### src/rtl/barb_pkg.sv
// ----------------------------------------------------------------------------
// barb_pkg
// Shared constants and helpers for the bit-aligned row blitter.
// ----------------------------------------------------------------------------
`default_nettype none

package barb_pkg;

    localparam int unsigned SCREEN_WIDTH_DEF = 640;

    localparam int unsigned X_W    = 10;
    localparam int unsigned ROW_W  = 9;
    localparam int unsigned ADDR_W = 16;
    localparam int unsigned POS_W  = 7;
    localparam int unsigned SPAN_MAX = 127;

    // Configuration register indexes.
    typedef enum logic {
        CFG_START_X     = 1'b0,
        CFG_PIXEL_WIDTH = 1'b1
    } t_cfg_index;

    localparam logic [7:0] MASK_FULL = 8'hff;

    // Bits from pixel column idx to the right edge of a byte.
    function automatic logic [7:0] edge_mask(input logic [2:0] idx);
        return MASK_FULL >> idx;
    endfunction

endpackage

`default_nettype wire

### src/rtl/bit_aligned_row_blit_core.sv
// ----------------------------------------------------------------------------
// bit_aligned_row_blit_core
// Places one row of a 1-bit-per-pixel plane into a byte-organised frame
// buffer at any bit position, producing masked byte writes.
// ----------------------------------------------------------------------------
// Usage:
//   Configuration: write start_x (index 0) and pixel_width (index 1) through
//   i_cfg_we / i_cfg_index / i_cfg_data while the block is idle.
//   Input channel (i_in_valid / o_in_ready) carries one source byte and its
//   screen row per item. Output channel (o_out_valid / i_out_ready) carries
//   one frame buffer write per item: address, bit mask, data and row_end.
//   An accepted item is registered straight into the output register, which
//   drives the output channel. Throughput is one item per cycle while the
//   receiver takes each write, set by the single output register; o_in_ready
//   stays high while that register is empty or being emptied in the same cycle.
//   With pixel_width zero, items are accepted and produce no write.
//   A stalled receiver holds the write in the output register and stops
//   further items until it is taken.
//   Reset clears the configuration, the byte position, the previous source
//   byte and the output valid flag.
// ----------------------------------------------------------------------------
`default_nettype none

module bit_aligned_row_blit_core #(
    parameter int unsigned SCREEN_WIDTH = barb_pkg::SCREEN_WIDTH_DEF
) (
    input  wire logic                          i_clk,
    input  wire logic                          i_rst_n,
    input  wire logic                          i_cfg_we,
    input  wire barb_pkg::t_cfg_index          i_cfg_index,
    input  wire logic [barb_pkg::X_W-1:0]      i_cfg_data,
    input  wire logic                          i_in_valid,
    output logic                               o_in_ready,
    input  wire logic [7:0]                    i_src_byte,
    input  wire logic [barb_pkg::ROW_W-1:0]    i_row,
    output logic                               o_out_valid,
    input  wire logic                          i_out_ready,
    output logic [barb_pkg::ADDR_W-1:0]        o_byte_address,
    output logic [7:0]                         o_bit_mask,
    output logic [7:0]                         o_write_data,
    output logic                               o_row_end
);
    import barb_pkg::*;

    localparam logic [ADDR_W-1:0] BYTES_PER_ROW = ADDR_W'(SCREEN_WIDTH / 8);

    logic [X_W-1:0]    r_start_x;
    logic [X_W-1:0]    r_pixel_width;
    logic [POS_W-1:0]  r_byte_position;
    logic [7:0]        r_prev_src;
    logic              r_out_valid;
    logic [ADDR_W-1:0] r_byte_address;
    logic [7:0]        r_bit_mask;
    logic [7:0]        r_write_data;
    logic              r_row_end;

    logic              in_accept;
    logic              emit;
    logic [2:0]        rshift;
    logic [2:0]        lshift;
    logic [X_W:0]      end_x;
    logic [7:0]        span_full;
    logic [POS_W-1:0]  span;
    logic              last;
    logic [7:0]        lmask;
    logic [7:0]        rmask;
    logic [7:0]        n_bit_mask;
    logic [7:0]        shifted_src;
    logic [7:0]        n_write_data;
    logic [ADDR_W-1:0] n_byte_address;
    logic [POS_W-1:0]  n_byte_position;

    assign o_in_ready = !r_out_valid || i_out_ready;
    assign in_accept  = i_in_valid && o_in_ready;
    assign emit       = in_accept && (r_pixel_width != '0);

    always_comb begin
        rshift    = r_start_x[2:0];
        lshift    = 3'(4'd8 - {1'b0, rshift});
        end_x     = {1'b0, r_start_x} + {1'b0, r_pixel_width};
        span_full = end_x[X_W:3] - {1'b0, r_start_x[X_W-1:3]};
        span      = (span_full > 8'(SPAN_MAX)) ? POS_W'(SPAN_MAX) : span_full[POS_W-1:0];
        last      = r_byte_position >= span;
        lmask     = edge_mask(rshift);
        rmask     = ~edge_mask(end_x[2:0]);

        if (span == '0) begin
            n_bit_mask = lmask & rmask;
        end else if (r_byte_position == '0) begin
            n_bit_mask = lmask;
        end else if (last) begin
            n_bit_mask = rmask;
        end else begin
            n_bit_mask = MASK_FULL;
        end

        // The first write of a row has no earlier byte to borrow bits from.
        shifted_src = i_src_byte >> rshift;
        if (r_byte_position == '0 || lshift == 3'd0) begin
            n_write_data = shifted_src;
        end else begin
            n_write_data = (r_prev_src << lshift) | shifted_src;
        end

        n_byte_address = ADDR_W'(r_start_x[X_W-1:3]) + ADDR_W'(i_row) * BYTES_PER_ROW
                       + ADDR_W'(r_byte_position);
        n_byte_position = last ? '0 : r_byte_position + 1'b1;
    end

    always_ff @(posedge i_clk) begin
        if (!i_rst_n) begin
            r_start_x       <= '0;
            r_pixel_width   <= '0;
            r_byte_position <= '0;
            r_prev_src      <= '0;
            r_out_valid     <= 1'b0;
        end else begin
            if (i_cfg_we) begin
                unique case (i_cfg_index)
                    CFG_START_X:     r_start_x     <= i_cfg_data;
                    CFG_PIXEL_WIDTH: r_pixel_width <= i_cfg_data;
                    default: ;
                endcase
            end
            if (emit) begin
                r_byte_position <= n_byte_position;
                r_prev_src      <= i_src_byte;
                r_out_valid     <= 1'b1;
            end else if (i_out_ready) begin
                r_out_valid <= 1'b0;
            end
        end
    end

    always_ff @(posedge i_clk) begin
        if (emit) begin
            r_byte_address <= n_byte_address;
            r_bit_mask     <= n_bit_mask;
            r_write_data   <= n_write_data;
            r_row_end      <= last;
        end
    end

    assign o_out_valid    = r_out_valid;
    assign o_byte_address = r_byte_address;
    assign o_bit_mask     = r_bit_mask;
    assign o_write_data   = r_write_data;
    assign o_row_end      = r_row_end;

endmodule

`default_nettype wire

### config.mk
export PLATFORM = sky130hd
export DESIGN_NAME = bit_aligned_row_blit_core
export DESIGN_NICKNAME = d
export VERILOG_FILES = /design/src/rtl/barb_pkg.sv /design/src/rtl/bit_aligned_row_blit_core.sv
export SDC_FILE = /design/constraint.sdc
export NUM_CORES = 1
export LEC_CHECK = 0
export ABC_AREA = 0
export BUFFER_PORTS_ARGS = -buffer_cell sky130_fd_sc_hd__buf_4
export CAP_MARGIN = 10
export CORE_MARGIN = 1.5
export CORE_UTILIZATION = 47
export CTS_BUF_LIST = sky130_fd_sc_hd__clkbuf_2 sky130_fd_sc_hd__clkbuf_4 sky130_fd_sc_hd__clkbuf_8
export DETAILED_ROUTE_END_ITERATION = 16
export GPL_TIMING_DRIVEN = 1
export HOLD_SLACK_MARGIN = 0.05
export PLACE_DENSITY = 0.67
export SYNTH_ARGS = -nofsm -noshare
export SYNTH_HDL_FRONTEND = slang
export SYNTH_SLANG_ARGS = --single-unit
### constraint.sdc
create_clock -name i_clk -period 12.75 [get_ports i_clk]
set_clock_uncertainty 0.1 [all_clocks]
set_input_delay 2.55 -clock i_clk [delete_from_list [all_inputs] [get_ports i_clk]]
set_output_delay 2.55 -clock i_clk [all_outputs]
set_load 0.02 [all_outputs]
# Yosys cells after proc, flatten, opt, wreduce, memory -nomap -nowiden
# Index checks and enable logic that the tools add are counted.
# op_classes
bitwise_logic	4
multipliers	1
reduce_logical	12
n_lt_le_gt_ge	2
muxes	8
shifts	4
addsub	6
# op_table
operator	count
2-to-1 mux 8 bit	4
adder 16 x 7 -> 16 bit	1
adder 7 x 16 -> 16 bit	1
>> shifter 8 x 3 -> 8 bit (first input constant)	2
zero test 7 bit	2
2-to-1 mux 7 bit	2
multiplier 9 x 3 -> 12 bit (second input constant)	1
adder 10 x 10 -> 11 bit	1
nonzero test 10 bit	1
bitwise AND 8 bit	1
greater-than comparator 8 x 7 -> 1 bit (second input constant)	1
inverter 8 bit	1
OR 8 bit	1
<< shifter 8 x 3 -> 8 bit	1
>> shifter 8 x 3 -> 8 bit	1
subtractor 8 x 7 -> 8 bit	1
adder 7 x 1 -> 7 bit (second input constant)	1
>= comparator 7 bit	1
AND reduction 2 bit	2
zero test 3 bit	1
subtractor 1 x 3 -> 3 bit (first input constant)	1
logical AND 1 bit	2
logical OR 1 bit	2
2-to-1 mux 1 bit	2
other kinds (3)	3
# totals
register_bits	69
wordCells	46
out_inout_bits	35

# Logic depth before layout (Yosys ltp)
# Gate-level depths: netlist of the first run.
# logic_depth
ltp_word	8
depth_mapped	23

# Worst setup path after synthesis of the first run
# Ideal clock, no wire load.
# synth_timing
kind	input to output
start	in i_out_ready
end	out o_in_ready
arrival_ns	2.871
setup_slack_ns	7.229
cell_stages	2
required_time_ns	10.100
path_cell_list	nor2b_1 inv_1
# synth_between
elab_chain_cells	1
# synth_lines
element	line	text
start, declared	bit_aligned_row_blit_core.sv:37	input wire logic i_out_ready,
logical OR 1 bit	bit_aligned_row_blit_core.sv:73	assign o_in_ready = !r_out_valid || i_out_ready;
end, declared	bit_aligned_row_blit_core.sv:33	output logic o_in_ready,
# Every way passes these cells.

# Worst setup path after layout of the first run
# Same ends and word-level chain as after synthesis.

==> run summary, run 1 <==
Run status
* completed — result of the run

Timing
* 47.39% — Slew headroom
* 45.60% — crit share post-route
* 6.936 ns — PnR worst setup slack
* 172.0 MHz — fmax
* 5.814 ns — clock period minus worst slack
* 0 — Slew Limit Fails
* 0 — number of setup violations in the final report
* 0 ns — post-route setup TNS
* 0.7891 ns — slew at the pin closest to its max-slew limit
* 0 — count of final hold-check violations
* false — unrepaired setup endpoints after global routing

Yosys
* 0% — async set-reset flop share out of synthesis
* 34.78% — sequential element share of the synthesized area
* 9.555 µm² — average instance area after synthesis
* 515 — Cells after Synth
* 611 — net count after synthesis
* 69 — register bit total from synthesis
* 60 — Distinct cells, synth
* 0 — number of warnings printed during yosys synthesis
* 0.004921 mm² — synthesized area
* 33 — number of synthesized flops with an enable pin
* dfxtp_1 — dominant synthesized flop cell

Detailed routing
* 196 — Initial DRC Count
* 0 — number of antenna-violating nets in the routed design
* 0 — drc violations
* 10040 µm — final routed wirelength across all metal layers
* 7 — DRT Pass-1 Iters
* 13.88 µm — Routed WL per cell
* 5.263 — vias per inst
* 3805 — vias after detailed routing

GRT
* 0 — sum of overflow across all layers after global routing
* 0 — number of antenna violations at the first check in global routing
* 3630 — via count of the first global-routing pass
* 16680 µm — global-route wire length before repair
* 40 — maximum number of pins on one net before global-route repair
* 18.64% — GRT Util Overall

Finish
* 912 — count of filler cells inserted in the layout
* 56.22% — Post-Route Utilization
* 0.001712 mm² — Storage cell area
* 16.88% — post-synthesis to final-layout area growth
* 0 — antenna fix cells
* 0.003042 mm² — area occupied by multi-input gates
* 678 — fin nets
* 18.23% — fraction of final layout cells with drive strength greater than 1

CTS
* 0.07 ns — post-CTS clock slew at the launch and capture registers of the worst setup and hold paths
* 0 — number of buffers inserted to repair setup after CTS
* 0.34 ns — later-pin clock latency in the skew report
* 0 — PostCTS Resize Cnt
* yes — CTS tree
* 69 — number of clock sinks seen by CTS
* 3 — H-tree depth
* 0 — cts hold-fix bufs
* 2 — number of buffers on the longest clock path
* clkbuf_8 — clock root buffer master
* 9 — TritonCTS buffer count

Setup path
* buffers and inverters — kind of cell adding the most delay to the critical path
* buf_4 > nor2b_1 > inv_1 > buf_4 — cells along the critical path
* 0.27 ns — Crit path largest cell delay
* buf_4 — Worst path most repeated cell
* in2out — worst setup path class
* 20 — FF-to-FF path depth
* 3.16 ns — data arrival time of the critical path
* nor2b_1 — master of the slowest instance on the critical path
* 4 — Worst path depth
* 10.10 ns — worst path required time
* 3 — buffers plus inverters on the worst setup path
* output pin — Worst Setup End Kind
* primary input — launching element type of the critical path
* 3 — critical-path maximum fanout

Place
* 0.8457 — routability congestion estimate from global placement
* 67 — count of port buffers added during placement
* 6.933 ns — worst-case setup slack after placement
* 7987 µm — half-perimeter wire length after detailed placement

Floorplan
* 68 — I/O pin cnt
* 0.01109 mm² — Die Footprint
* 37 — number of standard-cell rows in the floorplan
* 48.10% — Initial Utilization
* 105.3 µm — DIE WIDTH
* 0.01023 mm² — core box area
* 105.3 µm — Chip Height

Power
* 426.3 µW — internal power consumption
* 31.8% — proportion of power drawn by combinational gates
* 42.3% — Seq pwr share
* 25.9% — fraction of power consumed by the clock network
* 0.00005374 V — worst ir drop on vdd
* 2.445 nW — Pleak
* 109.2 mW/mm² — total power density per cell area
* 201.6 µW — power dissipated by switching net loads
* 32.11% — switching share of power

Hold path
* 2 — hold path cells
* reg2reg — type of the worst min-delay path

Job
* 0 — total of max-cap violations

power by group through the flow:
stage,logic (mW),clock network [mW],registers [mW]
2_1_floorplan,0.130,0,0.282
3_3_place_gp,0.195,0,0.270
3_5_place_dp,0.200,0,0.271
4_1_cts,0.201,0.166,0.266
5_1_grt,0.222,0.175,0.268
6_report,0.199,0.163,0.266
logic make-up after synthesis:
kind of cell | Yosys count | share of synthesized area [%]
AND/OR/NAND/NOR | 163 | 15.61
flip-flops | 69 | 34.78
adder cells (fa/ha/maj) | 63 | 17.09
AO/OA/AOI/OAI | 114 | 16.81
XOR/XNOR | 36 | 6.560
multiplexers | 23 | 5.517
buffers and inverters | 47 | 3.636
final cells by class:
cell class                 count  area share [%]
sequential                    69           29.76
clock buffer                  12           2.763
clock inverter                 4          0.4133
multi-input combinational    399           52.88
inverter                      34           2.219
timing repair buffer          69           9.006
tap                          136           2.958
tightest hold or removal path: stages, from the launching register on:
cell and delay [ns]:
dfxtp_1 0.33, nand2_1 0.05, a21boi_0 0.07
state kept, by name, summed over array words and instances (netlist names):
signal / count
r_pixel_width: 10
o_row_end: 1
o_out_valid: 1
o_write_data: 8
r_start_x: 10
r_byte_position: 7
r_prev_src: 8
o_byte_address: 16
o_bit_mask: 8
placed cells by master, fill, tap and decap left out, types with 3 or more instances in the layout:
master | netlist | final
nand3_1 | 6 | 6
nor3_1 | 6 | 6
nor2b_1 | 18 | 18
or2_2 | 4 | 4
mux2_2 | 3 | 3
nor2_1 | 42 | 42
ha_1 | 56 | 56
clkinv_2 | 0 | 3
nand2_1 | 60 | 60
a21o_1 | 6 | 6
o21ai_0 | 13 | 13
a21oi_1 | 22 | 22
nor4_1 | 6 | 6
fa_1 | 7 | 7
o21a_1 | 10 | 10
xor2_1 | 14 | 14
nand2b_1 | 8 | 8
a22oi_1 | 7 | 7
a21boi_0 | 20 | 20
clkbuf_8 | 0 | 11
a211oi_1 | 6 | 6
o22ai_1 | 5 | 5
o211ai_1 | 4 | 4
inv_1 | 33 | 33
mux2i_1 | 17 | 17
dfxtp_1 | 36 | 36
edfxtp_1 | 33 | 33
xnor2_1 | 21 | 21
buf_4 | 0 | 69
mux4_2 | 3 | 3
path summary, 6_finish.rpt:
| check | start | end | slack (ns) |
|---|---|---|---|
| setup / recovery | i_out_ready | o_in_ready | 6.94 |
| hold / removal | r_start_x[9] | r_start_x[9] | 0.40 |
| setup reg to reg | r_start_x[1] | o_bit_mask[5] | 7.10 |
| hold reg to reg | r_start_x[9] | r_start_x[9] | 0.40 |
stage by stage:
step	instance area, µm²	hold slack (ns)	cells	total power [mW]
detailed placement	5569	0.3890	707	0.4704
floorplan	4921	0.3600	515	0.4126
CTS	5752	0.3993	723	0.6327
global route	5752	0.4176	723	0.6649
finish	5752	0.3966	723	0.6280
global placement	5569	0.3738	707	0.4656
synthesized netlist by cell type, drive strengths merged (7+ instances only):
library cell	number	area share, %
dfxtp	36	15
clkbuf	11	0.84
ha	56	14
a21boi	20	3.1
xor2	14	2.5
o21a	10	1.5
a21oi	23	2.6
nor2	43	3.3
o21ai	16	1.9
o22ai	7	1.1
edfxtp	33	20
a22oi	7	1.1
inv	33	2.5
nand2	60	4.6
mux2i	17	3.5
nor2b	18	2.3
nand2b	8	1.0
xnor2	22	4.1
fa	7	2.8
routing by layer:
metal	share of wire, %	global-route usage (%)	vias to the layer above
li1	-	-	1972
met5	0	0	-
met1	50	25.55	1744
met2	45	30.39	80
met3	3.5	2.783	9
met4	1.0	5.773	0
No activity file was read; power rests on OpenSTA's default activity.
==> run 2, diff against run 1 <==
- clock period: 12.75 -> 5.7 ns (I/O delays scaled with it)
==> run 2 against run 1 <==
Compared with the run above: first-iteration DRC count shrank 4.6%; utilization up 0.24 points; critical path depth rose by 18; worst hold slack lost 0.0016 ns; clock power up 140%; count of clock-buffer cells in the layout is 3 lower; global-route usage grew 0.43 points; setup slack worse by 6.5 ns; sequential power grew 120%; total power increased by 130%; register-to-register slack worse by 6.6 ns.
==> run summary, run 2 (synthesis gave the netlist of run 1 again) <==
Floorplan
* 48.10% — Initial Utilization, unchanged
* 105.3 µm — Chip Height, unchanged
* 68 — I/O pin cnt, unchanged
* 105.3 µm — DIE WIDTH, unchanged
* 0.01023 mm² — core box area, unchanged
* 0.01109 mm² — Die Footprint, unchanged
* 37 — number of standard-cell rows in the floorplan, unchanged

Setup path
* reg2reg — worst setup path class
* compound AO/OA/AOI/OAI gates — kind of cell adding the most delay to the critical path
* flop — launching element type of the critical path
* 0 — buffers plus inverters on the worst setup path, -3
* r_pixel_width[0] — r2r startpoint
* ha_1 — Worst path most repeated cell
* 22 — FF-to-FF path depth, +10%
* or4_4 — master of the slowest instance on the critical path
* 9 — critical-path maximum fanout, +6
* 5.31 ns — data arrival time of the critical path, +2.15 ns
* 22 — Worst path depth, +18
* 0.50 ns — Crit path largest cell delay, +0.23 ns
* o_bit_mask[7] — timing endpoint of the critical path
* 5.77 ns — worst path required time, -4.33 ns
* ha_1 > fa_1 > a21oi_1 > nand4b_1 > nand2_1 > and2_1 > o21ai_0 > nand2b_1 > xor2_1 > ha_1 > or4_4 > a31oi_4 > xnor2_2 > or2_2 > ha_1 > nand2b_1 > a211oi_1 > o21ai_0 > a21o_1 > a21oi_2 > o22ai_2 > a22oi_1 — cells along the critical path
* flop — Worst Setup End Kind
* 0.46 ns — worst reg-to-reg setup slack, -6.64 ns
* r_pixel_width[0] — first element of the critical path
* o_bit_mask[7] — RR Endpoint

CTS
* 9 — TritonCTS buffer count, unchanged
* 3 — H-tree depth, unchanged
* clkbuf_8 — clock root buffer master
* 2 — number of buffers on the longest clock path, unchanged
* yes — CTS tree
* 0.33 ns — later-pin clock latency in the skew report, about the same
* 0 — PostCTS Resize Cnt, unchanged
* 0.08 ns — post-CTS clock slew at the launch and capture registers of the worst setup and hold paths, about the same
* 0 — number of buffers inserted to repair setup after CTS, unchanged
* 0 — cts hold-fix bufs, unchanged
* 69 — number of clock sinks seen by CTS, unchanged

Timing
* 0 — number of setup violations in the final report, unchanged
* 5.236 ns — clock period minus worst slack
* 0 ns — post-route setup TNS, unchanged
* 0 — count of final hold-check violations, unchanged
* false — unrepaired setup endpoints after global routing
* 0.8728 ns — slew at the pin closest to its max-slew limit, +0.08365 ns
* 41.81% — Slew headroom, -5.6 points
* 91.86% — crit share post-route
* 191.0 MHz — fmax
* 0 — Slew Limit Fails, unchanged
* 0.4642 ns — PnR worst setup slack, -6.471 ns

Place
* 8084 µm — half-perimeter wire length after detailed placement, +1.2%
* 67 — count of port buffers added during placement, unchanged
* 0.8896 — routability congestion estimate from global placement, +5.2%
* 0.005584 mm² — standard cell area after detailed placement, +0.27%
* 0.3713 ns — worst-case setup slack after placement, -6.561 ns
* 709 — Cells after DPL, +0.28%

Finish
* 725 — final std cells w/o fill, +0.28%
* 0 — antenna fix cells, unchanged
* buf_4 — most common library cell in the layout ignoring fill and taps
* 680 — fin nets, +0.29%
* 16 — number of flip-flops under the largest register name, unchanged
* 17.39% — post-synthesis to final-layout area growth
* buf_4 (71), nand2_1 (60), ha_1 (56), nor2_1 (42), dfxtp_1 (36) — commonest cells after routing, fill and taps aside
* 0.005777 mm² — design area, +0.43%
* 56.46% — Post-Route Utilization, +0.24 points
* 912 — count of filler cells inserted in the layout, unchanged
* 18.51% — fraction of final layout cells with drive strength greater than 1, +0.28 points

Power
* 247.3 mW/mm² — total power density per cell area, +130%
* 0.0001071 V — worst ir drop on vdd, +99%
* 2.453 nW — Pleak, +0.36%

GRT
* 38 — maximum number of pins on one net before global-route repair, -5.0%
* 3701 — via count of the first global-routing pass, +2.0%
* 17210 µm — global-route wire length before repair, +3.1%
* 0 — number of antenna violations at the first check in global routing, unchanged
* 19.07% — GRT Util Overall, +0.43 points
* 0 — sum of overflow across all layers after global routing, unchanged

Detailed routing
* 13.97 µm — Routed WL per cell, +0.65%
* 187 — Initial DRC Count, -4.6%
* 0 — drc violations, unchanged
* 3789 — vias after detailed routing, -0.42%
* 6 — DRT Pass-1 Iters, -1
* 0 — number of antenna-violating nets in the routed design, unchanged
* 5.226 — vias per inst, -0.70%
* 10130 µm — final routed wirelength across all metal layers, +0.93%

Job
* 0 — total of max-cap violations, unchanged

Run status
* completed — result of the run

Hold path
* reg2reg — type of the worst min-delay path

-- run 2: cell count changes in the layout (fill, tap and decap cells not counted), sizes merged --
cell / before / now
buf: 69 / 71
clkinvlp: 0 / 1
clkbuf: 12 / 9
bufinv: 0 / 1
inv: 33 / 34
-- run 2: tightest hold or removal path, stage by stage (launching register included) --
cell and delay (ns):
dfxtp_1 0.33, nand2_1 0.05, a21boi_0 0.07
-- run 2: cell type report --
class                      count  area [µm²]  area share, %
clock inverter                 7       65.06          1.126
clock buffer                   9       123.9          2.144
timing repair buffer          71       533.0          9.227
multi-input combinational    399        3045          52.72
inverter                      34       127.6          2.209
sequential                    69        1712          29.63
tap                          136       170.2          2.946
-- run 2: how the worst min path moves through the flow --
stage	cells past startpoint	startpoint	endpoint
final	2	r_pixel_width[7]	r_pixel_width[7]
after global routing	2	r_pixel_width[3]	r_pixel_width[3]
after CTS	2	r_pixel_width[3]	r_pixel_width[3]
after detailed placement	2	r_pixel_width[3]	r_pixel_width[3]
after global placement	2	r_pixel_width[6]	r_pixel_width[6]
after floorplan	2	r_pixel_width[8]	r_pixel_width[8]
-- run 2: report_power, final --
group / switching (mW) / total (mW) / internal, mW
logic: 0.252 / 0.451 / 0.198
clock network: 0.186 / 0.386 / 0.200
registers: 0.0218 / 0.593 / 0.571
total: 0.460 / 1.43 / 0.969
-- run 2: metrics by stage --
stage	hold slack [ns]	total power, mW
CTS	0.3977	1.441
global placement	0.3792	1.045
global route	0.4093	1.515
floorplan	0.3600	0.9228
finish	0.3950	1.429
detailed placement	0.3873	1.053
-- run 2: per-layer routing --
layer | up-vias | GRT usage [%] | share of wire (%)
li1 | 1970 | - | -
met1 | 1733 | 27.20 | 51
met2 | 78 | 30.02 | 45
met3 | 8 | 2.783 | 3.2
met4 | 0 | 5.577 | 0.88
met5 | - | 0 | 0
